## src/sv/xoshiro_pkg.sv

```systemverilog
package xoshiro_pkg;

  localparam int unsigned WordW   = 64;
  localparam int unsigned Words   = 4;
  localparam int unsigned PolyW   = WordW * Words;
  localparam int unsigned BitIdxW = $clog2(PolyW);
  localparam int unsigned WordIdxW = $clog2(Words);

  typedef logic [WordW-1:0] word_t;
  typedef word_t [Words-1:0] state_t;

  // Action codes carried in the input tuser field
  typedef enum logic [1:0] {
    ACT_DRAW      = 2'd0,
    ACT_SEED      = 2'd1,
    ACT_JUMP      = 2'd2,
    ACT_LONG_JUMP = 2'd3
  } action_e;

  localparam word_t MixGolden = 64'h9E37_79B9_7F4A_7C15;
  localparam word_t MixMulA   = 64'hBF58_476D_1CE4_E5B9;
  localparam word_t MixMulB   = 64'h94D0_49BB_1331_11EB;

  // Jump polynomials, word 0 in the lowest bits
  localparam logic [PolyW-1:0] JumpPoly = {
    64'h39ab_dc45_29b1_661c, 64'ha958_2618_e03f_c9aa,
    64'hd5a6_1266_f0c9_392c, 64'h180e_c6d3_3cfd_0aba};
  localparam logic [PolyW-1:0] LongJumpPoly = {
    64'h3910_9bb0_2acb_e635, 64'h7771_0069_854e_e241,
    64'hc500_4e44_1c52_2fb3, 64'h76e1_5d3e_fefd_cbbf};

  typedef enum logic [3:0] {
    OP_NOP,
    OP_DRAW,
    OP_SEED_LOAD,
    OP_SEED_ADD,
    OP_MUL0,
    OP_MUL1,
    OP_MUL2,
    OP_MIX,
    OP_SEED_WR,
    OP_JUMP_STEP,
    OP_JUMP_LOAD,
    OP_RESULT
  } dp_op_e;

  typedef struct packed {
    dp_op_e              op;
    logic                mul_pass;   // 0: first SplitMix multiplier, 1: second
    logic [WordIdxW-1:0] word_idx;
    logic [BitIdxW-1:0]  bit_idx;
    logic                far_sel;    // 1: long jump polynomial
  } xo_cmd_t;

  // One xoshiro256 state step
  function automatic state_t xo_advance(state_t w);
    state_t n;
    word_t  t;
    t    = w[1] << 17;
    n    = w;
    n[2] = w[2] ^ w[0];
    n[3] = w[3] ^ w[1];
    n[1] = w[1] ^ n[2];
    n[0] = w[0] ^ n[3];
    n[2] = n[2] ^ t;
    n[3] = {n[3][18:0], n[3][63:19]};
    return n;
  endfunction

endpackage

```

## src/sv/xoshiro_dp.sv

```systemverilog
module xoshiro_dp (
  input  logic                 clk_i,
  input  logic                 rst_ni,
  input  xoshiro_pkg::xo_cmd_t cmd_i,
  input  xoshiro_pkg::word_t   seed_i,
  output xoshiro_pkg::word_t   random_value_o,
  output logic                 is_draw_o
);

  xoshiro_pkg::state_t w_q, w_d;
  xoshiro_pkg::state_t jacc_q, jacc_d;
  xoshiro_pkg::word_t  m5_q, m5_d;     // generator word 1 times 5
  xoshiro_pkg::word_t  acc_q, acc_d;   // SplitMix counter
  xoshiro_pkg::word_t  z_q, z_d;
  xoshiro_pkg::word_t  prod_q, prod_d;
  xoshiro_pkg::word_t  rv_q, rv_d;
  logic                isd_q, isd_d;

  xoshiro_pkg::word_t  adv_w1;
  xoshiro_pkg::state_t adv;
  xoshiro_pkg::word_t  rot7;
  xoshiro_pkg::word_t  mul_c;
  logic [31:0]         mul_a, mul_b;
  logic [63:0]         mul_p;
  logic                poly_bit;

  assign adv   = xoshiro_pkg::xo_advance(w_q);
  assign rot7  = {m5_q[56:0], m5_q[63:57]};
  assign mul_c = cmd_i.mul_pass ? xoshiro_pkg::MixMulB : xoshiro_pkg::MixMulA;
  assign poly_bit = cmd_i.far_sel ? xoshiro_pkg::LongJumpPoly[cmd_i.bit_idx]
                                  : xoshiro_pkg::JumpPoly[cmd_i.bit_idx];

  // 64x64 low product built from three 32x32 partials, one per multiply step
  always_comb begin
    unique case (cmd_i.op)
      xoshiro_pkg::OP_MUL1: begin
        mul_a = z_q[63:32];
        mul_b = mul_c[31:0];
      end
      xoshiro_pkg::OP_MUL2: begin
        mul_a = z_q[31:0];
        mul_b = mul_c[63:32];
      end
      default: begin
        mul_a = z_q[31:0];
        mul_b = mul_c[31:0];
      end
    endcase
  end
  assign mul_p = mul_a * mul_b;

  always_comb begin
    w_d    = w_q;
    jacc_d = jacc_q;
    acc_d  = acc_q;
    z_d    = z_q;
    prod_d = prod_q;
    rv_d   = rv_q;
    isd_d  = isd_q;
    unique case (cmd_i.op)
      xoshiro_pkg::OP_DRAW: begin
        w_d   = adv;
        rv_d  = (rot7 << 3) + rot7;
        isd_d = 1'b1;
      end
      xoshiro_pkg::OP_SEED_LOAD: acc_d = seed_i;
      xoshiro_pkg::OP_SEED_ADD: begin
        acc_d = acc_q + xoshiro_pkg::MixGolden;
        z_d   = acc_d ^ (acc_d >> 30);
      end
      xoshiro_pkg::OP_MUL0: prod_d = mul_p;
      xoshiro_pkg::OP_MUL1, xoshiro_pkg::OP_MUL2:
        prod_d = prod_q + {mul_p[31:0], 32'd0};
      xoshiro_pkg::OP_MIX: z_d = prod_q ^ (prod_q >> 27);
      xoshiro_pkg::OP_SEED_WR: w_d[cmd_i.word_idx] = prod_q ^ (prod_q >> 31);
      xoshiro_pkg::OP_JUMP_STEP: begin
        for (int k = 0; k < xoshiro_pkg::Words; k++) begin
          jacc_d[k] = ((cmd_i.bit_idx == '0) ? '0 : jacc_q[k]) ^
                      (poly_bit ? w_q[k] : '0);
        end
        w_d = adv;
      end
      xoshiro_pkg::OP_JUMP_LOAD: w_d = jacc_q;
      xoshiro_pkg::OP_RESULT: begin
        rv_d  = '0;
        isd_d = 1'b0;
      end
      default: ;
    endcase
  end

  assign adv_w1 = w_d[1];
  assign m5_d   = (adv_w1 << 2) + adv_w1;

  // counter starts at zero so the power-up pass expands seed zero
  always_ff @(posedge clk_i or negedge rst_ni) begin
    if (!rst_ni) begin
      acc_q <= '0;
    end else begin
      acc_q <= acc_d;
    end
  end

  always_ff @(posedge clk_i) begin
    w_q    <= w_d;
    m5_q   <= m5_d;
    jacc_q <= jacc_d;
    z_q    <= z_d;
    prod_q <= prod_d;
    rv_q   <= rv_d;
    isd_q  <= isd_d;
  end

  assign random_value_o = rv_q;
  assign is_draw_o      = isd_q;

endmodule

```

## src/sv/xoshiro_ctrl.sv

```systemverilog
module xoshiro_ctrl (
  input  logic                 clk_i,
  input  logic                 rst_ni,
  input  logic                 in_valid_i,
  input  logic [1:0]           action_i,
  output logic                 in_ready_o,
  output logic                 out_valid_o,
  input  logic                 out_ready_i,
  output xoshiro_pkg::xo_cmd_t cmd_o
);

  typedef enum logic [3:0] {
    S_IDLE,
    S_ADD,
    S_MUL0,
    S_MUL1,
    S_MUL2,
    S_MIX,
    S_WR,
    S_JUMP,
    S_LOAD,
    S_FIN
  } state_e;

  state_e                                state_q;
  logic                                  pass_q;
  logic                                  pend_q;
  logic                                  lj_q;
  logic                                  ov_q;
  logic [xoshiro_pkg::WordIdxW-1:0]      idx_q;
  logic [xoshiro_pkg::BitIdxW-1:0]       bit_q;
  logic                                  accept;
  xoshiro_pkg::action_e                  act;

  assign act        = xoshiro_pkg::action_e'(action_i);
  assign in_ready_o = (state_q == S_IDLE) && (!ov_q || out_ready_i);
  assign accept     = in_valid_i && in_ready_o;
  assign out_valid_o = ov_q;

  always_comb begin
    cmd_o.mul_pass  = pass_q;
    cmd_o.word_idx  = idx_q;
    cmd_o.bit_idx   = bit_q;
    cmd_o.far_sel   = lj_q;
    unique case (state_q)
      S_IDLE: begin
        if (accept && act == xoshiro_pkg::ACT_DRAW) begin
          cmd_o.op = xoshiro_pkg::OP_DRAW;
        end else if (accept && act == xoshiro_pkg::ACT_SEED) begin
          cmd_o.op = xoshiro_pkg::OP_SEED_LOAD;
        end else begin
          cmd_o.op = xoshiro_pkg::OP_NOP;
        end
      end
      S_ADD:  cmd_o.op = xoshiro_pkg::OP_SEED_ADD;
      S_MUL0: cmd_o.op = xoshiro_pkg::OP_MUL0;
      S_MUL1: cmd_o.op = xoshiro_pkg::OP_MUL1;
      S_MUL2: cmd_o.op = xoshiro_pkg::OP_MUL2;
      S_MIX:  cmd_o.op = xoshiro_pkg::OP_MIX;
      S_WR:   cmd_o.op = xoshiro_pkg::OP_SEED_WR;
      S_JUMP: cmd_o.op = xoshiro_pkg::OP_JUMP_STEP;
      S_LOAD: cmd_o.op = xoshiro_pkg::OP_JUMP_LOAD;
      S_FIN:  cmd_o.op = xoshiro_pkg::OP_RESULT;
      default: cmd_o.op = xoshiro_pkg::OP_NOP;
    endcase
  end

  // reset enters the seeding sequence with nothing owed to the output
  always_ff @(posedge clk_i or negedge rst_ni) begin
    if (!rst_ni) begin
      state_q <= S_ADD;
      pass_q  <= 1'b0;
      pend_q  <= 1'b0;
      lj_q    <= 1'b0;
      ov_q    <= 1'b0;
      idx_q   <= '0;
      bit_q   <= '0;
    end else begin
      if ((accept && (act == xoshiro_pkg::ACT_DRAW)) || (state_q == S_FIN)) begin
        ov_q <= 1'b1;
      end else if (out_ready_i) begin
        ov_q <= 1'b0;
      end
      unique case (state_q)
        S_IDLE: begin
          if (accept) begin
            unique case (act)
              xoshiro_pkg::ACT_DRAW: state_q <= S_IDLE;
              xoshiro_pkg::ACT_SEED: begin
                idx_q   <= '0;
                pass_q  <= 1'b0;
                pend_q  <= 1'b1;
                state_q <= S_ADD;
              end
              default: begin
                bit_q   <= '0;
                lj_q    <= (act == xoshiro_pkg::ACT_LONG_JUMP);
                state_q <= S_JUMP;
              end
            endcase
          end
        end
        S_ADD:  state_q <= S_MUL0;
        S_MUL0: state_q <= S_MUL1;
        S_MUL1: state_q <= S_MUL2;
        S_MUL2: state_q <= pass_q ? S_WR : S_MIX;
        S_MIX: begin
          pass_q  <= 1'b1;
          state_q <= S_MUL0;
        end
        S_WR: begin
          pass_q <= 1'b0;
          idx_q  <= idx_q + xoshiro_pkg::WordIdxW'(1);
          if (idx_q == xoshiro_pkg::WordIdxW'(xoshiro_pkg::Words - 1)) begin
            state_q <= pend_q ? S_FIN : S_IDLE;
          end else begin
            state_q <= S_ADD;
          end
        end
        S_JUMP: begin
          bit_q <= bit_q + xoshiro_pkg::BitIdxW'(1);
          if (bit_q == xoshiro_pkg::BitIdxW'(xoshiro_pkg::PolyW - 1)) begin
            state_q <= S_LOAD;
          end
        end
        S_LOAD: state_q <= S_FIN;
        S_FIN: begin
          pend_q  <= 1'b0;
          state_q <= S_IDLE;
        end
        default: state_q <= S_IDLE;
      endcase
    end
  end

endmodule

```

## src/sv/xoshiro256_starstar_generator.sv

```systemverilog
// xoshiro256** generator with SplitMix64 seeding and jump / long jump.
// Input stream: tuser carries the action (draw, seed, jump, long jump),
// tdata the 64-bit seed, used by the seed action only. Output stream: one
// transaction per input transaction, tdata the drawn value (zero for seed
// and jumps), tuser set for a draw.
// Draws run at one per cycle while the output is not stalled; the result
// appears in the cycle after the input transaction. The draw output comes
// from a register holding word 1 times five, so a draw costs one shift-add
// on the output path. A seed runs four SplitMix64 rounds, each an add, a
// multiply, a mix, a second multiply and a word write, one shared 32x32
// multiplier building each 64-bit product in three steps. Jump and long
// jump run one generator step per polynomial bit (256), a load and a result.
// After reset the block expands seed zero with s_axis_tready low; no output
// transaction comes from it.
// The result sits in an output register; a new transaction is taken while
// it waits only if the receiver takes it in the same cycle. A stall on the
// output holds s_axis_tready low.
module xoshiro256_starstar_generator (
  input  logic        clk_i,
  input  logic        rst_ni,
  input  logic        s_axis_tvalid,
  output logic        s_axis_tready,
  input  logic [63:0] s_axis_tdata,   // [63:0] seed_value
  input  logic [1:0]  s_axis_tuser,   // [1:0] action
  output logic        m_axis_tvalid,
  input  logic        m_axis_tready,
  output logic [63:0] m_axis_tdata,   // [63:0] random_value
  output logic        m_axis_tuser    // [0] is_draw
);

  xoshiro_pkg::xo_cmd_t cmd;

  xoshiro_ctrl u_ctrl (
    .clk_i       (clk_i),
    .rst_ni      (rst_ni),
    .in_valid_i  (s_axis_tvalid),
    .action_i    (s_axis_tuser),
    .in_ready_o  (s_axis_tready),
    .out_valid_o (m_axis_tvalid),
    .out_ready_i (m_axis_tready),
    .cmd_o       (cmd)
  );

  xoshiro_dp u_dp (
    .clk_i          (clk_i),
    .rst_ni         (rst_ni),
    .cmd_i          (cmd),
    .seed_i         (s_axis_tdata),
    .random_value_o (m_axis_tdata),
    .is_draw_o      (m_axis_tuser)
  );

  a_ready_free: assert property (@(posedge clk_i) disable iff (!rst_ni)
    s_axis_tready |-> (!m_axis_tvalid || m_axis_tready))
    else $error("input taken while output register is occupied");

  a_nondraw_busy: assert property (@(posedge clk_i) disable iff (!rst_ni)
    (s_axis_tvalid && s_axis_tready && s_axis_tuser != 2'(xoshiro_pkg::ACT_DRAW))
    |=> !s_axis_tready)
    else $error("seed or jump did not stall the input");

  a_draw_result: assert property (@(posedge clk_i) disable iff (!rst_ni)
    (s_axis_tvalid && s_axis_tready && s_axis_tuser == 2'(xoshiro_pkg::ACT_DRAW))
    |=> (m_axis_tvalid && m_axis_tuser))
    else $error("draw result missing");

  a_zero_value: assert property (@(posedge clk_i) disable iff (!rst_ni)
    (m_axis_tvalid && !m_axis_tuser) |-> (m_axis_tdata == 64'd0))
    else $error("non-draw result carries a value");

endmodule

```

## config.mk

```make
export PLATFORM = sky130hd
export DESIGN_NAME = xoshiro256_starstar_generator
export DESIGN_NICKNAME = d
export VERILOG_FILES = /design/src/sv/xoshiro_pkg.sv /design/src/sv/xoshiro_dp.sv /design/src/sv/xoshiro_ctrl.sv /design/src/sv/xoshiro256_starstar_generator.sv
export SDC_FILE = /design/constraint.sdc
export NUM_CORES = 2
export LEC_CHECK = 0
export BUFFER_PORTS_ARGS = -buffer_cell sky130_fd_sc_hd__buf_2
export CAP_MARGIN = 20
export CORE_ASPECT_RATIO = 1.75
export CORE_MARGIN = 1
export CORE_UTILIZATION = 46
export DETAILED_ROUTE_END_ITERATION = 10
export GPL_TIMING_DRIVEN = 0
export PLACE_DENSITY = 0.66
export REMOVE_ABC_BUFFERS = 1
export SYNTH_ARGS = -nofsm -noshare
export SYNTH_HDL_FRONTEND = slang
export SYNTH_HIERARCHICAL = 1
export SYNTH_SLANG_ARGS = --single-unit
export TNS_END_PERCENT = 1
```

## constraint.sdc

```tcl
create_clock -name clk_i -period 12.9 [get_ports clk_i]
set_clock_uncertainty 0.2 [all_clocks]
set_input_delay 3.87 -clock clk_i [delete_from_list [all_inputs] [get_ports clk_i]]
set_output_delay 3.87 -clock clk_i [all_outputs]
set_load 0.005 [all_outputs]
```

==> flow_summary_export.csv <==
group,metric,value,unit
timing,finalSetupViolations,16,
route,drtIter0Drc,6688,
setup_path,cp.arrival,13410,ps
place,dpl.hpwl,236,mm
place,place_congestion,1.01,
yosys,avgSynthCellArea,9.34,sq um
floorplanning,pin_count,137,
setup_path,rr_startpoint,"u_ctrl/state_q[2]$_DFFE_PN0P_",
layout,final_layout_size_suffix_gt1_frac,0.120,
global_routing,overflow,0,
floorplanning,start_util,0.464,
route,first_pass_iters,8,
clock_tree,postCtsHoldBufs,0,
global_routing,track_usage,0.346,
yosys,synthTopCellsByCount,"nand2_1, inv_1, fa_1",
timing,final.period_utilization,1.02,
setup_path,crit_path_start,"m_axis_tready",
global_routing,antenna_found_initial,8,
global_routing,grt_pass1_vias,72200,
worst_hold_path,holdCritPathClass,"flop to flop",
setup_path,startpoint_type,"input port",
clock_tree,cts_buffer_depth,3,
yosys,synth_top_area_frac,0.230,
setup_path,max_stage_delay,620,ps
setup_path,critPathKind,"input port to flop",
route,wl_per_cell,28.2,um
clock_tree,cts_tree,"yes",
yosys,yosys.cell_types.count,107,
setup_path,crit_path_max_fanout,8,
floorplanning,coreArea,180000,sq um
worst_hold_path,hold_start,"u_dp/acc_q[60]$_DFFE_PN0P_",
layout,post-route-util,0.528,
floorplanning,dieArea,184000,sq um
clock_tree,clock_sinks,849,
floorplanning,std_cell_rows,206,
status,status,"finished with violations",
clock_tree,clk_latency,730,ps
floorplanning,die_h,566,um
yosys,ys_warn_count,6,
yosys,synth_seq_area_share,0.285,
route,route.vias.total,69600,
layout,area_growth,13.9,%
route,antenna_left,0,
clock_tree,numCtsBuffers,87,
yosys,synth-seq-cells,849,
timing,finalMaxSlewViolations,0,
yosys,synthTopCellsByArea,"edfxtp_1, fa_1, ha_1, xor2_1, nand2_1",
layout,nets,10400,
setup_path,critPathRequiredTime,13150,ps
yosys,yosysTopAreaCell,"edfxtp_1",
timing,timing.setup.tns,-2520,ps
setup_path,cpMaxStageDelayCell,"fa_2",
status,violations,"negative setup slack",
clock_tree,cts_root_buf,"clkbuf_16",
timing,min_period,13170,ps
yosys,synth_edf_count,641,
clock_tree,clkSlewWorstSetupHoldPaths,60,ps
route,via_per_inst,6.07,
place,numPortBuffers,136,
global_routing,grt_start_max_net_pins,85,
timing,hold_viol_final,0,
floorplanning,die_x,325,um
yosys,netlist_area,83700,sq um
yosys,synthCells,8966,
setup_path,path_common_cell,"fa_1",
yosys,async_flop_share,0.0966,
timing,finalWorstSetupSlack,-265,ps
clock_tree,cts_max_level,3,
yosys,ys.flop_type,"edfxtp_1",
timing,max_clock_freq,76.0,MHz
flow_run,max_cap_viol_count,0,
timing,tightest_slew,1280,ps
route,routed_wl,323,mm
global_routing,grt_pass1_wl,472,mm
setup_path,cp-end-kind,"flop",
timing,maxSlewHeadroom,0.145,
yosys,synthMostInstantiatedCell,"nand2_1",
timing,rsz0062_at_grt,"yes",
route,drc,0,
==> kinds of logic (layout without fill, tap and decap cells) <==
logic type                 Yosys count  after routing  share of synthesized area
and+or+nand+nor                   2372           2372                      0.125
AOI/OAI and AO/OA                 1918           1920                      0.142
buffers and inverters             1501           1603                     0.0683
adders and majority gates         1331           1331                      0.273
xor gates and xnor gates           888            888                     0.0935
DFF                                849            849                      0.285
muxes                              107            107                     0.0138
other                                0             10                          0
==> layout make-up <==
type	instances	area, sq um
sequential	849	23800
multi-input combinational	6618	56500
clock buffer	122	2450
clock inverter	41	489
tap	2392	2990
antenna	10	25.0
inverter	965	3770
fill	16100	85100
timing repair buffer	475	5260
==> worst max-delay path, delay by kind of cell <==
kind,cells,cell delay (ps)
compound gates,11,2310
mux,2,420
xor+xnor,2,380
buf+inv,8,930
simple gates,8,1200
fa+ha+maj,10,4290
==> flip-flops by register name, indices dropped and copies added (netlist names) <==
signal / flops
u_ctrl/out_valid_o: 1
u_ctrl/pass_q: 1
u_dp/m5_q: 64
u_ctrl/idx_q: 2
u_ctrl/state_q: 4
u_ctrl/lj_q: 1
u_dp/random_value_o: 64
u_dp/z_q: 64
u_dp/w_q: 254
u_dp/acc_q: 64
u_ctrl/pend_q: 1
u_ctrl/bit_q: 8
u_dp/prod_q: 64
u_dp/jacc_q: 256
u_dp/is_draw_o: 1
==> cell usage in the layout, fill, tap and decap left out, types with 60 or more instances in the layout <==
cell type	n
nand3_1	88
dfxtp_1	126
buf_12	77
fa_1	799
buf_2	135
ha_1	447
o21ai_0	333
o22ai_1	156
and2_1	79
nand4_1	60
mux2i_1	64
dfrtp_1	78
a21o_1	136
xnor2_1	335
clkbuf_16	89
nor2b_1	78
xor2_1	525
a21oi_1	675
edfxtp_1	641
nor2_1	616
nand2_1	1066
nand2b_1	61
a211oi_1	100
buf_4	183
inv_1	917
==> metrics by stage <==
stage / setup slack (ps) / instances / hold WS (ps) / cell area (sq um)
2_1_floorplan: -10710 / 8430 / 277 / 81600
3_3_place_gp: -38370 / 11000 / 300 / 85300
3_5_place_dp: -5080 / 11100 / 303 / 88000
4_1_cts: -141 / 11400 / 317 / 94300
5_1_grt: -528 / 11500 / 362 / 95300
6_report: -265 / 11500 / 318 / 95300
==> timing repair <==
item                                    CTS  global route
resized for setup                       341           124
cloned                                    9             0
setup buffers                           168            60
pin swaps                               123           111
endpoints found under the setup margin   56            30
hold endpoints to repair                  0             0
==> path summary, 6_finish.rpt <==
kind / endpoint / slack, ps / cells past startpoint
min: u_dp/acc_q[60]$_DFFE_PN0P_ / 320 / 1
max in group asynchronous: u_dp/acc_q[39]$_DFFE_PN0P_ / 8940 / 2
max reg2reg: u_dp/prod_q[62]$_DFFE_PP_ / 1500 / 40
min in group asynchronous: u_dp/acc_q[27]$_DFFE_PN0P_ / 2890 / 1
min reg2reg: u_dp/acc_q[60]$_DFFE_PN0P_ / 320 / 1
max: u_dp/prod_q[62]$_DFFE_PP_ / -270 / 41
==> per-layer routing <==
| metal | share of wire | wire length, um | vias up | track usage |
|---|---|---|---|---|
| met2 | 0.49 | 158000 | 3688 | 0.596 |
| met3 | 0.075 | 24200 | 1382 | 0.0660 |
| li1 | - | - | 30100 | - |
| met5 | 0.000084 | 27 | - | 0 |
| met1 | 0.32 | 102000 | 34400 | 0.350 |
| met4 | 0.12 | 38500 | 4 | 0.330 |
Power is left out: the tool's default activity adds up to more than one toggle a clock period on the data nets, which glitch-free logic cannot reach.
